[src/hw/rtl/damd_pkg.sv]
// types, constants and segment decode shared by the averaging meter
`timescale 1ns / 1ps

package damd_pkg;

    // fixed field widths
    localparam int SAMPLE_BITS = 12;
    localparam int SUPPLY_BITS = 12;
    localparam int SHOWN_BITS  = 14;
    localparam int SEG_BITS    = 10;

    localparam logic [SUPPLY_BITS-1:0] SUPPLY_RESET = 12'd3285;

    // shared serial arithmetic widths
    localparam int CALC_W = 26;
    localparam int DEN_W  = 20;
    localparam int REM_W  = 21;
    localparam int MULB_W = 15;
    localparam int BCD_W  = 16;

    // current mode correction and voltage scaling constants
    localparam logic [CALC_W-1:0] CORR_BIAS = 26'd5900000;
    localparam logic [MULB_W-1:0] CORR_LIN  = 15'd28200;
    localparam logic [DEN_W-1:0]  CORR_DIV  = 20'd1000000;
    localparam logic [MULB_W-1:0] VOLT_MUL  = 15'd1066;
    localparam logic [CALC_W-1:0] VOLT_ROUND = 26'd330;
    localparam logic [DEN_W-1:0]  VOLT_DIV  = 20'd660;
    localparam logic [SHOWN_BITS-1:0] SHOWN_MAX = 14'd9999;

    // segment bits
    localparam logic [SEG_BITS-1:0] SEG_G  = 10'h004;
    localparam logic [SEG_BITS-1:0] SEG_F  = 10'h008;
    localparam logic [SEG_BITS-1:0] SEG_A  = 10'h010;
    localparam logic [SEG_BITS-1:0] SEG_B  = 10'h020;
    localparam logic [SEG_BITS-1:0] SEG_E  = 10'h040;
    localparam logic [SEG_BITS-1:0] SEG_D  = 10'h080;
    localparam logic [SEG_BITS-1:0] SEG_C  = 10'h100;
    localparam logic [SEG_BITS-1:0] SEG_DP = 10'h200;

    typedef struct packed {
        logic [SAMPLE_BITS-1:0] sample_current;
        logic [SAMPLE_BITS-1:0] sample_voltage;
        logic                   button_level;
    } in_beat_t;

    typedef struct packed {
        logic [SHOWN_BITS-1:0] shown_value;
        logic [SEG_BITS-1:0]   seg_thousands;
        logic [SEG_BITS-1:0]   seg_hundreds;
        logic [SEG_BITS-1:0]   seg_tens;
        logic [SEG_BITS-1:0]   seg_units;
        logic                  current_mode;
    } out_beat_t;

    // finished value from the arithmetic unit
    typedef struct packed {
        logic [SHOWN_BITS-1:0] shown;
        logic [BCD_W-1:0]      digits;
    } calc_res_t;

    typedef enum logic [1:0] {
        T_IDLE,
        T_READ,
        T_CALC
    } top_state_t;

    typedef enum logic [3:0] {
        C_IDLE,
        C_AVG,
        C_SCALE,
        C_CMUL,
        C_CDIV,
        C_VMUL,
        C_VDIV,
        C_BCD,
        C_DONE
    } calc_state_t;

    // seven segment decode of one decimal digit
    function automatic logic [SEG_BITS-1:0] seg_of(input logic [3:0] digit);
        logic [SEG_BITS-1:0] seg;
        unique case (digit)
            4'd0:    seg = SEG_A | SEG_B | SEG_C | SEG_D | SEG_E | SEG_F;
            4'd1:    seg = SEG_B | SEG_C;
            4'd2:    seg = SEG_A | SEG_B | SEG_G | SEG_E | SEG_D;
            4'd3:    seg = SEG_A | SEG_B | SEG_C | SEG_D | SEG_G;
            4'd4:    seg = SEG_F | SEG_G | SEG_B | SEG_C;
            4'd5:    seg = SEG_A | SEG_F | SEG_G | SEG_C | SEG_D;
            4'd6:    seg = SEG_A | SEG_F | SEG_G | SEG_C | SEG_E | SEG_D;
            4'd7:    seg = SEG_A | SEG_B | SEG_C;
            4'd8:    seg = SEG_A | SEG_B | SEG_C | SEG_D | SEG_E | SEG_F | SEG_G;
            4'd9:    seg = SEG_A | SEG_B | SEG_C | SEG_D | SEG_F | SEG_G;
            default: seg = '0;
        endcase
        return seg;
    endfunction

endpackage

[src/hw/rtl/damd_ram.sv]
// generic single write port ram with registered read
`timescale 1ns / 1ps

module damd_ram #(
    parameter int WIDTH = 12,
    parameter int DEPTH = 64
) (
    input  logic                     clk,
    input  logic                     we,
    input  logic [$clog2(DEPTH)-1:0] waddr,
    input  logic [WIDTH-1:0]         wdata,
    input  logic                     re,
    input  logic [$clog2(DEPTH)-1:0] raddr,
    output logic [WIDTH-1:0]         rdata
);

    logic [WIDTH-1:0] mem_reg [DEPTH];
    logic [WIDTH-1:0] rdata_reg;

    // write port
    always_ff @(posedge clk)
    begin
        if (we)
        begin
            mem_reg[waddr] <= wdata;
        end
    end

    // registered read port
    always_ff @(posedge clk)
    begin
        if (re)
        begin
            rdata_reg <= mem_reg[raddr];
        end
    end

    assign rdata = rdata_reg;

endmodule

[src/hw/rtl/damd_calc.sv]
// bit serial arithmetic: average, scaling, correction and decimal split
`timescale 1ns / 1ps

module damd_calc #(
    parameter int FILTER_TAPS = 64
) (
    input  logic                                                  clk,
    input  logic                                                  rst_n,
    input  logic                                                  start,
    input  logic                                                  mode,
    input  logic [damd_pkg::SAMPLE_BITS+$clog2(FILTER_TAPS)-1:0]  sum,
    input  logic [damd_pkg::SUPPLY_BITS-1:0]                      supply,
    input  logic                                                  ack,
    output logic                                                  done,
    output damd_pkg::calc_res_t                                   res
);

    localparam logic [4:0] DIV_LAST = 5'(damd_pkg::CALC_W - 1);
    localparam logic [4:0] MUL_LAST = 5'(damd_pkg::MULB_W - 1);
    localparam logic [4:0] BCD_LAST = 5'(damd_pkg::SHOWN_BITS - 1);

    damd_pkg::calc_state_t state_reg, state_next;
    logic [4:0] cnt_reg;
    logic       last_step;

    logic [damd_pkg::CALC_W-1:0] num_reg;
    logic [damd_pkg::REM_W-1:0]  rem_reg;
    logic [damd_pkg::DEN_W-1:0]  den_reg;
    logic [damd_pkg::CALC_W-1:0] mul_a_reg;
    logic [damd_pkg::MULB_W-1:0] mul_b_reg;
    logic [damd_pkg::CALC_W-1:0] acc_reg;
    logic [10:0]                 v_reg;
    logic [damd_pkg::SHOWN_BITS-1:0] val_reg;
    logic [damd_pkg::SHOWN_BITS-1:0] sh_reg;
    logic [damd_pkg::BCD_W-1:0]      bcd_reg;

    logic [damd_pkg::REM_W-1:0]  div_trial;
    logic                        div_ge;
    logic [damd_pkg::REM_W-1:0]  div_rem_next;
    logic [damd_pkg::CALC_W-1:0] div_num_next;
    logic [damd_pkg::CALC_W-1:0] mul_acc_next;
    logic [11:0]                 mv_next;
    logic [10:0]                 v_next;
    logic [12:0]                 three_v;
    logic [damd_pkg::MULB_W-1:0] lin_b;
    logic [damd_pkg::CALC_W-1:0] cur_t;
    logic [damd_pkg::SHOWN_BITS-1:0] sat_val;
    logic [damd_pkg::CALC_W-1:0] sat_src;
    logic [damd_pkg::BCD_W-1:0]  bcd_adj;
    logic [damd_pkg::BCD_W-1:0]  bcd_next;

    // one restoring division step
    always_comb
    begin
        div_trial    = {rem_reg[damd_pkg::REM_W-2:0], num_reg[damd_pkg::CALC_W-1]};
        div_ge       = (div_trial >= {1'b0, den_reg});
        div_rem_next = div_ge ? (div_trial - {1'b0, den_reg}) : div_trial;
        div_num_next = {num_reg[damd_pkg::CALC_W-2:0], div_ge};
    end

    // one shift and add multiply step
    assign mul_acc_next = acc_reg + (mul_b_reg[0] ? mul_a_reg : '0);

    // scaled millivolts and current correction factor
    always_comb
    begin
        mv_next = mul_acc_next[23:12];
        v_next  = mv_next[11:1];
        three_v = {2'b00, v_next} + {1'b0, v_next, 1'b0};
        lin_b   = damd_pkg::CORR_LIN - {2'b00, three_v};
        cur_t   = {15'd0, v_reg} + {20'd0, div_num_next[5:0]};
    end

    // saturation of the shown value
    always_comb
    begin
        sat_src = (state_reg == damd_pkg::C_CDIV) ? cur_t : div_num_next;
        if (sat_src > {12'd0, damd_pkg::SHOWN_MAX})
        begin
            sat_val = damd_pkg::SHOWN_MAX;
        end
        else
        begin
            sat_val = sat_src[damd_pkg::SHOWN_BITS-1:0];
        end
    end

    // double dabble step
    always_comb
    begin
        for (int i = 0; i < 4; i++)
        begin
            bcd_adj[i*4 +: 4] = (bcd_reg[i*4 +: 4] >= 4'd5) ?
                                (bcd_reg[i*4 +: 4] + 4'd3) : bcd_reg[i*4 +: 4];
        end
        bcd_next = {bcd_adj[damd_pkg::BCD_W-2:0], sh_reg[damd_pkg::SHOWN_BITS-1]};
    end

    // step limit of the current phase
    always_comb
    begin
        priority case (state_reg)
            damd_pkg::C_AVG, damd_pkg::C_CDIV, damd_pkg::C_VDIV:
                last_step = (cnt_reg == DIV_LAST);
            damd_pkg::C_SCALE, damd_pkg::C_CMUL, damd_pkg::C_VMUL:
                last_step = (cnt_reg == MUL_LAST);
            damd_pkg::C_BCD:
                last_step = (cnt_reg == BCD_LAST);
            default:
                last_step = 1'b0;
        endcase
    end

    // next state
    always_comb
    begin
        state_next = state_reg;
        unique case (state_reg)
            damd_pkg::C_IDLE:  if (start) state_next = damd_pkg::C_AVG;
            damd_pkg::C_AVG:   if (last_step) state_next = damd_pkg::C_SCALE;
            damd_pkg::C_SCALE:
                if (last_step) state_next = mode ? damd_pkg::C_CMUL : damd_pkg::C_VMUL;
            damd_pkg::C_CMUL:  if (last_step) state_next = damd_pkg::C_CDIV;
            damd_pkg::C_CDIV:  if (last_step) state_next = damd_pkg::C_BCD;
            damd_pkg::C_VMUL:  if (last_step) state_next = damd_pkg::C_VDIV;
            damd_pkg::C_VDIV:  if (last_step) state_next = damd_pkg::C_BCD;
            damd_pkg::C_BCD:   if (last_step) state_next = damd_pkg::C_DONE;
            damd_pkg::C_DONE:  if (ack) state_next = damd_pkg::C_IDLE;
            default:           state_next = damd_pkg::C_IDLE;
        endcase
    end

    // outputs
    always_comb
    begin
        done       = (state_reg == damd_pkg::C_DONE);
        res.shown  = val_reg;
        res.digits = bcd_reg;
    end

    // control registers
    always_ff @(posedge clk or negedge rst_n)
    begin
        if (!rst_n)
        begin
            state_reg <= damd_pkg::C_IDLE;
            cnt_reg   <= '0;
        end
        else
        begin
            state_reg <= state_next;
            if (state_reg == damd_pkg::C_IDLE || last_step)
            begin
                cnt_reg <= '0;
            end
            else
            begin
                cnt_reg <= cnt_reg + 5'd1;
            end
        end
    end

    // datapath registers
    always_ff @(posedge clk)
    begin
        unique case (state_reg)
            damd_pkg::C_IDLE:
            begin
                num_reg <= damd_pkg::CALC_W'(sum);
                rem_reg <= '0;
                den_reg <= damd_pkg::DEN_W'(FILTER_TAPS);
            end
            damd_pkg::C_AVG, damd_pkg::C_CDIV, damd_pkg::C_VDIV:
            begin
                num_reg <= div_num_next;
                rem_reg <= div_rem_next;
                if (last_step && state_reg == damd_pkg::C_AVG)
                begin
                    mul_a_reg <= {14'd0, div_num_next[11:0]};
                    mul_b_reg <= {3'd0, supply};
                    acc_reg   <= '0;
                end
                if (last_step && state_reg != damd_pkg::C_AVG)
                begin
                    val_reg <= sat_val;
                    sh_reg  <= sat_val;
                    bcd_reg <= '0;
                end
            end
            damd_pkg::C_SCALE, damd_pkg::C_CMUL, damd_pkg::C_VMUL:
            begin
                acc_reg   <= mul_acc_next;
                mul_a_reg <= {mul_a_reg[damd_pkg::CALC_W-2:0], 1'b0};
                mul_b_reg <= {1'b0, mul_b_reg[damd_pkg::MULB_W-1:1]};
                if (last_step && state_reg == damd_pkg::C_SCALE)
                begin
                    acc_reg <= '0;
                    v_reg   <= v_next;
                    if (mode)
                    begin
                        mul_a_reg <= {15'd0, v_next};
                        mul_b_reg <= lin_b;
                    end
                    else
                    begin
                        mul_a_reg <= {14'd0, mv_next};
                        mul_b_reg <= damd_pkg::VOLT_MUL;
                    end
                end
                if (last_step && state_reg == damd_pkg::C_CMUL)
                begin
                    num_reg <= mul_acc_next + damd_pkg::CORR_BIAS;
                    rem_reg <= '0;
                    den_reg <= damd_pkg::CORR_DIV;
                end
                if (last_step && state_reg == damd_pkg::C_VMUL)
                begin
                    num_reg <= mul_acc_next + damd_pkg::VOLT_ROUND;
                    rem_reg <= '0;
                    den_reg <= damd_pkg::VOLT_DIV;
                end
            end
            damd_pkg::C_BCD:
            begin
                bcd_reg <= bcd_next;
                sh_reg  <= {sh_reg[damd_pkg::SHOWN_BITS-2:0], 1'b0};
            end
            default:
            begin
                val_reg <= val_reg;
            end
        endcase
    end

endmodule

[src/hw/rtl/dual_adc_average_meter_display.sv]
// top level of the dual channel averaging meter with four digit display
`timescale 1ns / 1ps

// Each input beat carries one current sample, one voltage sample and the
// mode button level. Both samples enter FILTER_TAPS deep boxcar rings; the
// running sum of the channel chosen by the mode is averaged, scaled by
// supply_mv, corrected (current mode) or scaled by 533/330 (voltage mode)
// and split into four segment words. One output beat follows each input.
// From the input beat to out_valid the item passes the ring read, then the
// bit serial unit runs 26 steps of division for the average, 15 multiply
// steps for scaling, 15 more multiply steps and 26 division steps for the
// mode formula, and 14 steps of binary to decimal conversion; then the
// output register is loaded. One item is in flight at a time: no new
// input beat is accepted until the result has moved to the output
// register.
// The result sits in an output register; the next item is accepted while
// it waits. If out_stall holds the output register full, the finished
// value waits in the arithmetic unit and in_stall stays high.
// A falling button edge toggles the mode after the result is issued.
// Reset clears sums, ring position, selects current mode and loads
// supply_mv with 3285; ring contents need no clearing. The user must write
// supply_mv via cfg_we and cfg_data while idle; the block does not check.

module dual_adc_average_meter_display #(
    parameter int FILTER_TAPS = 64
) (
    input  logic                         clk,
    input  logic                         rst_n,
    input  logic                         in_valid,
    output logic                         in_stall,
    input  damd_pkg::in_beat_t           in_data,
    output logic                         out_valid,
    input  logic                         out_stall,
    output damd_pkg::out_beat_t          out_data,
    input  logic                         cfg_we,
    input  logic [damd_pkg::SUPPLY_BITS-1:0] cfg_data
);

    localparam int PW    = $clog2(FILTER_TAPS);
    localparam int SUM_W = damd_pkg::SAMPLE_BITS + PW;
    localparam logic [PW-1:0] POS_LAST = PW'(FILTER_TAPS - 1);

    damd_pkg::top_state_t state_reg, state_next;

    logic [damd_pkg::SUPPLY_BITS-1:0] supply_reg;
    logic [SUM_W-1:0] sum_cur_reg, sum_vol_reg;
    logic [SUM_W-1:0] sum_cur_next, sum_vol_next;
    logic [PW-1:0]    pos_reg;
    logic             full_reg;
    logic             mode_reg;
    logic             last_btn_reg;
    logic [damd_pkg::SAMPLE_BITS-1:0] s_cur_reg, s_vol_reg;
    logic             btn_reg;
    logic             out_valid_reg;
    damd_pkg::out_beat_t out_data_reg;

    logic accept;
    logic calc_start;
    logic calc_done;
    logic load_out;
    damd_pkg::calc_res_t calc_res;
    logic [damd_pkg::SAMPLE_BITS-1:0] old_cur, old_vol;
    logic [SUM_W-1:0] calc_sum;

    // handshake
    assign accept     = in_valid && (state_reg == damd_pkg::T_IDLE);
    assign in_stall   = (state_reg != damd_pkg::T_IDLE);
    assign calc_start = (state_reg == damd_pkg::T_READ);
    assign load_out   = (state_reg == damd_pkg::T_CALC) && calc_done &&
                        (!out_valid_reg || !out_stall);

    // sample rings
    damd_ram #(.WIDTH(damd_pkg::SAMPLE_BITS), .DEPTH(FILTER_TAPS)) u_ring_cur (
        .clk   (clk),
        .we    (calc_start),
        .waddr (pos_reg),
        .wdata (s_cur_reg),
        .re    (accept),
        .raddr (pos_reg),
        .rdata (old_cur)
    );

    damd_ram #(.WIDTH(damd_pkg::SAMPLE_BITS), .DEPTH(FILTER_TAPS)) u_ring_vol (
        .clk   (clk),
        .we    (calc_start),
        .waddr (pos_reg),
        .wdata (s_vol_reg),
        .re    (accept),
        .raddr (pos_reg),
        .rdata (old_vol)
    );

    // running sums, oldest sample leaves once the ring has wrapped
    always_comb
    begin
        sum_cur_next = sum_cur_reg + SUM_W'(s_cur_reg)
                       - (full_reg ? SUM_W'(old_cur) : '0);
        sum_vol_next = sum_vol_reg + SUM_W'(s_vol_reg)
                       - (full_reg ? SUM_W'(old_vol) : '0);
        calc_sum     = mode_reg ? sum_cur_next : sum_vol_next;
    end

    damd_calc #(.FILTER_TAPS(FILTER_TAPS)) u_calc (
        .clk    (clk),
        .rst_n  (rst_n),
        .start  (calc_start),
        .mode   (mode_reg),
        .sum    (calc_sum),
        .supply (supply_reg),
        .ack    (load_out),
        .done   (calc_done),
        .res    (calc_res)
    );

    // next state
    always_comb
    begin
        state_next = state_reg;
        unique case (state_reg)
            damd_pkg::T_IDLE: if (accept) state_next = damd_pkg::T_READ;
            damd_pkg::T_READ: state_next = damd_pkg::T_CALC;
            damd_pkg::T_CALC: if (load_out) state_next = damd_pkg::T_IDLE;
            default:          state_next = damd_pkg::T_IDLE;
        endcase
    end

    // output beat
    assign out_valid = out_valid_reg;
    assign out_data  = out_data_reg;

    // control state
    always_ff @(posedge clk or negedge rst_n)
    begin
        if (!rst_n)
        begin
            state_reg     <= damd_pkg::T_IDLE;
            supply_reg    <= damd_pkg::SUPPLY_RESET;
            sum_cur_reg   <= '0;
            sum_vol_reg   <= '0;
            pos_reg       <= '0;
            full_reg      <= 1'b0;
            mode_reg      <= 1'b1;
            last_btn_reg  <= 1'b1;
            out_valid_reg <= 1'b0;
        end
        else
        begin
            state_reg <= state_next;
            if (cfg_we)
            begin
                supply_reg <= cfg_data;
            end
            if (calc_start)
            begin
                sum_cur_reg <= sum_cur_next;
                sum_vol_reg <= sum_vol_next;
                if (pos_reg == POS_LAST)
                begin
                    pos_reg  <= '0;
                    full_reg <= 1'b1;
                end
                else
                begin
                    pos_reg <= pos_reg + PW'(1);
                end
            end
            if (load_out)
            begin
                out_valid_reg <= 1'b1;
                if (!btn_reg && last_btn_reg)
                begin
                    mode_reg <= !mode_reg;
                end
                last_btn_reg <= btn_reg;
            end
            else if (!out_stall)
            begin
                out_valid_reg <= 1'b0;
            end
        end
    end

    // payload registers
    always_ff @(posedge clk)
    begin
        if (accept)
        begin
            s_cur_reg <= in_data.sample_current;
            s_vol_reg <= in_data.sample_voltage;
            btn_reg   <= in_data.button_level;
        end
        if (load_out)
        begin
            out_data_reg.shown_value   <= calc_res.shown;
            out_data_reg.seg_thousands <= damd_pkg::seg_of(calc_res.digits[15:12]) |
                                          (mode_reg ? damd_pkg::SEG_DP : '0);
            out_data_reg.seg_hundreds  <= damd_pkg::seg_of(calc_res.digits[11:8]) |
                                          (mode_reg ? '0 : damd_pkg::SEG_DP);
            out_data_reg.seg_tens      <= damd_pkg::seg_of(calc_res.digits[7:4]);
            out_data_reg.seg_units     <= damd_pkg::seg_of(calc_res.digits[3:0]);
            out_data_reg.current_mode  <= mode_reg;
        end
    end

endmodule
[config.mk]
export PLATFORM = sky130hd
export DESIGN_NAME = dual_adc_average_meter_display
export DESIGN_NICKNAME = d
export VERILOG_FILES = /design/src/hw/rtl/damd_pkg.sv /design/src/hw/rtl/damd_ram.sv /design/src/hw/rtl/damd_calc.sv /design/src/hw/rtl/dual_adc_average_meter_display.sv
export SDC_FILE = /design/constraint.sdc
export NUM_CORES = 2
export LEC_CHECK = 0
export CELL_PAD_IN_SITES_DETAIL_PLACEMENT = 2
export CELL_PAD_IN_SITES_GLOBAL_PLACEMENT = 2
export CORE_MARGIN = 1.5
export CORE_UTILIZATION = 50
export CTS_CLUSTER_SIZE = 20
export DETAILED_ROUTE_END_ITERATION = 10
export DONT_BUFFER_PORTS = 1
export PLACE_DENSITY = 0.9
export SLEW_MARGIN = 20
export SYNTH_ARGS = -nofsm -noshare
export SYNTH_HDL_FRONTEND = slang
export SYNTH_SLANG_ARGS = --single-unit
[constraint.sdc]
create_clock -name clk -period 8.61 [get_ports clk]
set_input_delay 0.861 -clock clk [delete_from_list [all_inputs] [get_ports clk]]
set_output_delay 0.861 -clock clk [all_outputs]
set_load 0.01 [all_outputs]
==> impl_metrics.json, run 1 <==
{
  "outcome": "aborted with a tool error",
  "haltStage": "5_1_grt",
  "firstError": "[ERROR GRT-0116] Global routing finished with congestion. Check the congestion regions in the DRC Viewer.",
  "netlist_area_um2": 76100,
  "synth.distinct_cells": 105,
  "rows": 142,
  "grt_pass1_wl_um": 723000,
  "synth_area_leaders": "edfxtp_1 (71%), a22oi_1 (4.7%), ha_1 (2.2%)",
  "ys_warn_count": 0,
  "first_global_vias": 69408,
  "yosysTopAreaCell": "edfxtp_1",
  "avgSynthCellArea_um2": 15.5,
  "post_cts_buffers": 0,
  "cts.path.max_buffers": 3,
  "initial_core_util_pct": 50.5,
  "place.gp.congestion": 0.874,
  "htree_levels": 4,
  "cts_sinks": 1884,
  "portBuffers": 0,
  "grt_max_degree": 108,
  "ys_ff_latch": 1884,
  "cts-root-buf": "clkbuf_16",
  "syn_inst": 4919,
  "cts_buffers": 196,
  "synth_edf_count": 1801,
  "ios": 99,
  "grt_overflow": 99,
  "die_h_um": 393,
  "async_flop_share_pct": 3.66,
  "dieWidth_um": 393,
  "dp_hpwl_um": 249000,
  "synth-main-ff-cell": "edfxtp_1",
  "ys_seq_area_share_pct": 73.8,
  "holdBufCountCts": 2,
  "cts_resized": 0,
  "grt_usage_pct": 71.1,
  "synth_top_area_share_pct": 71.1
}
[cell usage after synthesis, drive strengths merged (10+ instances only)]
cell type  number
and3           26
nand2         210
nand2b         24
o31ai          13
xnor2          89
edfxtp       1801
o21a           10
ha            131
a22oi         479
or2            10
o21bai         14
mux2           16
nor3           41
a21o           30
nand3          45
fa             27
o21ai         151
o22ai          11
buf            77
xor2           39
inv           192
clkbuf        204
a21oi         145
and2           62
nor2b          19
dfrtp          60
mux2i          21
dfxtp          14
a211oi         12
nand4          45
o211ai         11
nor2          236
a31oi         173
a22o          157
a221oi        158
nor4           39
[cell families after synthesis]
family                   Yosys count  synth area share (%)
flip-flops                      1884                  73.8
AO/OA/AOI/OAI                   1441                  13.8
AND/OR/NAND/NOR                  794                  5.03
buffers and inverters            475                  2.42
adder cells (fa/ha/maj)          158                  2.87
XOR/XNOR                         129                  1.60
multiplexers                      37                 0.513
other                              1               0.00493
[layer usage]
metal | overflow | track usage [%]
met1 | 0 | 73.8
met4 | 38 | 67.6
met5 | 0 | 28.4
met3 | 1 | 54.8
met2 | 60 | 86.5
[through the flow]
stage / instance area (um2) / instances / setup slack, ps
4_1_cts: 85900 / 7198 / 1420
3_5_place_dp: 79100 / 6828 / 1880
3_3_place_gp: 79100 / 6828 / 2730
2_1_floorplan: 76100 / 4928 / 3170
==> inputs of run 2 (changes only) <==
CELL_PAD_IN_SITES_DETAIL_PLACEMENT = unset   (was 2)
CELL_PAD_IN_SITES_GLOBAL_PLACEMENT = unset   (was 2)
CORE_UTILIZATION = 35   (was 50)
CTS_CLUSTER_SIZE = unset   (was 20)
PLACE_DENSITY = unset   (was 0.9)
PLACE_DENSITY_LB_ADDON = 0.15   (was unset)
==> run 2 against run 1 <==
  * The flow now finishes without violations
  * Area after synthesis is the same
  * Synthesized cell count is the same
==> impl_metrics.json, run 2 <==
{
  "outcome": "finished clean",
  "critPathCaptureType": "flip-flop",
  "dp_hpwl_um": 137000,
  "cts_resized": 0,
  "netlist_area_um2": 76100,
  "met3_length_um": 15300,
  "period_share_pct": 71.4,
  "combPwrFrac_pct": 40.2,
  "path_class": "flip-flop to flip-flop",
  "wl_um": 237000,
  "ys_ff_latch": 1884,
  "final_cell_area_um2": 86700,
  "synth_top_area_share_pct": 71.1,
  "initial_core_util_pct": 35.3,
  "n_fill_cell": 19727,
  "grt_pass1_wl_um": 337000,
  "ant_nets": 0,
  "p_int_mw": 20.7,
  "fin_crit_ps": 6140,
  "rrSetupSlack_ps": 2470,
  "startpoint_type": "flip-flop",
  "place_worst_setup_slack_ps": 2510,
  "hold-path-cell-count": 0,
  "synth-main-ff-cell": "edfxtp_1",
  "dp_cells": 7668,
  "area_growth_pct": 14.0,
  "rows": 170,
  "rr_startpoint": "u_calc.mul_b_reg[0]$_DFFE_PP_",
  "async_flop_share_pct": 3.66,
  "min_to": "s_vol_reg[4]$_DFFE_PP_",
  "path_clk_slew_ps": 60,
  "highest_layer": "met4",
  "drc": 0,
  "required_ps": 9180,
  "fin_skew_ps": 70.3,
  "reg2reg_depth": 22,
  "avgSynthCellArea_um2": 15.5,
  "fmax_mhz": 163,
  "fp.coreArea_um2": 215000,
  "htree_levels": 4,
  "utilization_pct": 40.3,
  "vias_per_cell": 5.64,
  "place.gp.congestion": 0.817,
  "final_common_cell": "edfxtp_1",
  "wire_per_inst_um": 29.4,
  "fin_setup_tns_ps": 0,
  "hp-start": "in_data[5]",
  "syn_inst": 4919,
  "grt_max_degree": 96,
  "met1_length_um": 107000,
  "ios": 99,
  "dieArea_um2": 220000,
  "cts-root-buf": "clkbuf_16",
  "final_nets": 5232,
  "cts_tree": "built",
  "drt-pass1-iter-count": 6,
  "rsz0062_at_grt": "no",
  "rr_endpoint": "u_calc.mul_b_reg[12]$_SDFFCE_PP0P_",
  "timing.slew.headroom_pct": 8.17,
  "drive_above_1_share_pct": 11.8,
  "finalPower_mw": 33.7,
  "p_leak_nw": 28.2,
  "synthTopCellsByCount": "edfxtp_1 (1,801), a22oi_1 (479), nor2_1 (236), nand2_1 (210), clkbuf_1 (204)",
  "ys_seq_area_share_pct": 73.8,
  "yosysTopAreaCell": "edfxtp_1",
  "drv_cap": 0,
  "grt_usage_pct": 21.2,
  "setup_viol": 0,
  "clk_latency_ps": 870,
  "finalHoldViolCount": 0,
  "power_density_nw_per_um2": 388,
  "synth_edf_count": 1801,
  "peakVddDrop_uv": 425,
  "ys_warn_count": 0,
  "synth_area_leaders": "edfxtp_1 (71%), a22oi_1 (4.7%), ha_1 (2.2%)",
  "setup_slack_ps": 2470,
  "cp_data_arrival_time_ps": 6710,
  "critPathMaxFanout": 26,
  "postPlaceCellArea_um2": 80300,
  "cts_buffers": 198,
  "final_cell_mix": "edfxtp_1 (1,801), a22oi_1 (479), nand2_1 (210), clkbuf_16 (202), inv_1 (189)",
  "cts_sinks": 1884,
  "hp-class": "input port to flip-flop",
  "hold_slack_ps": 70.1,
  "swShare_pct": 38.6,
  "post_cts_buffers": 0,
  "power.switching_mw": 13.0,
  "synth.distinct_cells": 105,
  "cts.path.max_buffers": 3,
  "dieWidth_um": 469,
  "vias": 45381,
  "synth.most_common_cell": "edfxtp_1",
  "clkPwrFrac_pct": 24.8,
  "drtIter0Drc": 4685,
  "grt_overflow": 0,
  "finalMaxSlewViolations": 0,
  "tightest_slew_ps": 1370,
  "die_h_um": 469,
  "antenna_found_initial": 14,
  "pwr-share-seq_pct": 35.0,
  "portBuffers": 0,
  "instances_no_fill": 8041,
  "wl_met2_um": 110000,
  "first_global_vias": 44616
}
==> run 2: power by group through the flow <==
stage	combinational (mW)	clock, mW	sequential (mW)
global placement	13.5	0	12.0
detailed placement	13.5	0	12.0
finish	13.5	8.36	11.8
global route	14.8	8.86	11.9
CTS	13.6	8.53	11.8
floorplan	9.08	0	12.0
==> run 2: worst max-delay path by stage <==
| stage | from | end | slack, ps | cells past startpoint |
|---|---|---|---|---|
| final | u_calc.mul_b_reg[0]$_DFFE_PP_ | u_calc.mul_b_reg[12]$_SDFFCE_PP0P_ | 2470 | 22 |
| after global routing | u_calc.mul_b_reg[0]$_DFFE_PP_ | u_calc.mul_b_reg[12]$_SDFFCE_PP0P_ | 1910 | 22 |
| after CTS | u_calc.mul_b_reg[0]$_DFFE_PP_ | u_calc.mul_b_reg[12]$_SDFFCE_PP0P_ | 2440 | 22 |
| after detailed placement | u_calc.mul_b_reg[0]$_DFFE_PP_ | u_calc.mul_b_reg[12]$_SDFFCE_PP0P_ | 2510 | 22 |
| after global placement | u_calc.mul_b_reg[0]$_DFFE_PP_ | u_calc.mul_b_reg[9]$_DFFE_PP_ | 2560 | 23 |
| after floorplan | u_calc.state_reg[3]$_DFFE_PN0P_ | u_calc.acc_reg[0]$_SDFFCE_PP0P_ | 3170 | 7 |
==> run 2: repair_timing <==
item	in CTS	in global routing
setup endpoints to repair	0	0
hold buffers	2	0
hold endpoints to repair	69	0
==> run 2: kinds of logic (layout without fill, tap and decap cells) <==
logic type	count (synthesis)	count (layout)	synth area share (%)
xor+xnor	129	129	1.60
simple gates	794	794	5.03
fa+ha+maj	158	158	2.87
buf+inv	475	746	2.42
mux	37	37	0.513
compound gates	1441	1441	13.8
other cells	1	14	0.00493
flops	1884	1884	73.8
==> run 2: critical path: stages, from the launching register on <==
cell and delay [ps]:
edfxtp_1 350, buf_4 230, and2_1 180, ha_1 210, fa_1 470, a211oi_1 350
o21ai_1 180, a2111oi_2 470, o21ai_0 200, xnor2_1 580, inv_1 220, ha_1 350
a21o_1 180, a21oi_1 230, nor3_1 70, nor2_1 180, o21ai_0 140, or3_1 320
o22ai_1 280, xnor2_2 190, o2111a_1 240, xnor2_1 80, a22o_1 170
==> run 2: per-layer routing <==
metal / global-route usage, % / vias to the layer above
met4: 5.02 / 0
met3: 3.31 / 242
met2: 33.7 / 1563
met1: 30.6 / 23753
li1: - / 19823
met5: 0 / -
==> run 2: final cells by class <==
type / instances / area, um2 / share of cell area (%)
Sequential cell: 1884 / 56100 / 64.7
Multi-Input combinational cell: 2569 / 18400 / 21.3
Clock buffer: 271 / 5430 / 6.27
Tap cell: 2838 / 3550 / 4.09
Timing Repair Buffer: 185 / 1550 / 1.79
Clock inverter: 96 / 928 / 1.07
Inverter: 194 / 729 / 0.841
Antenna cell: 4 / 10.0 / 0.0115
(Power assumes the default switching activity.)
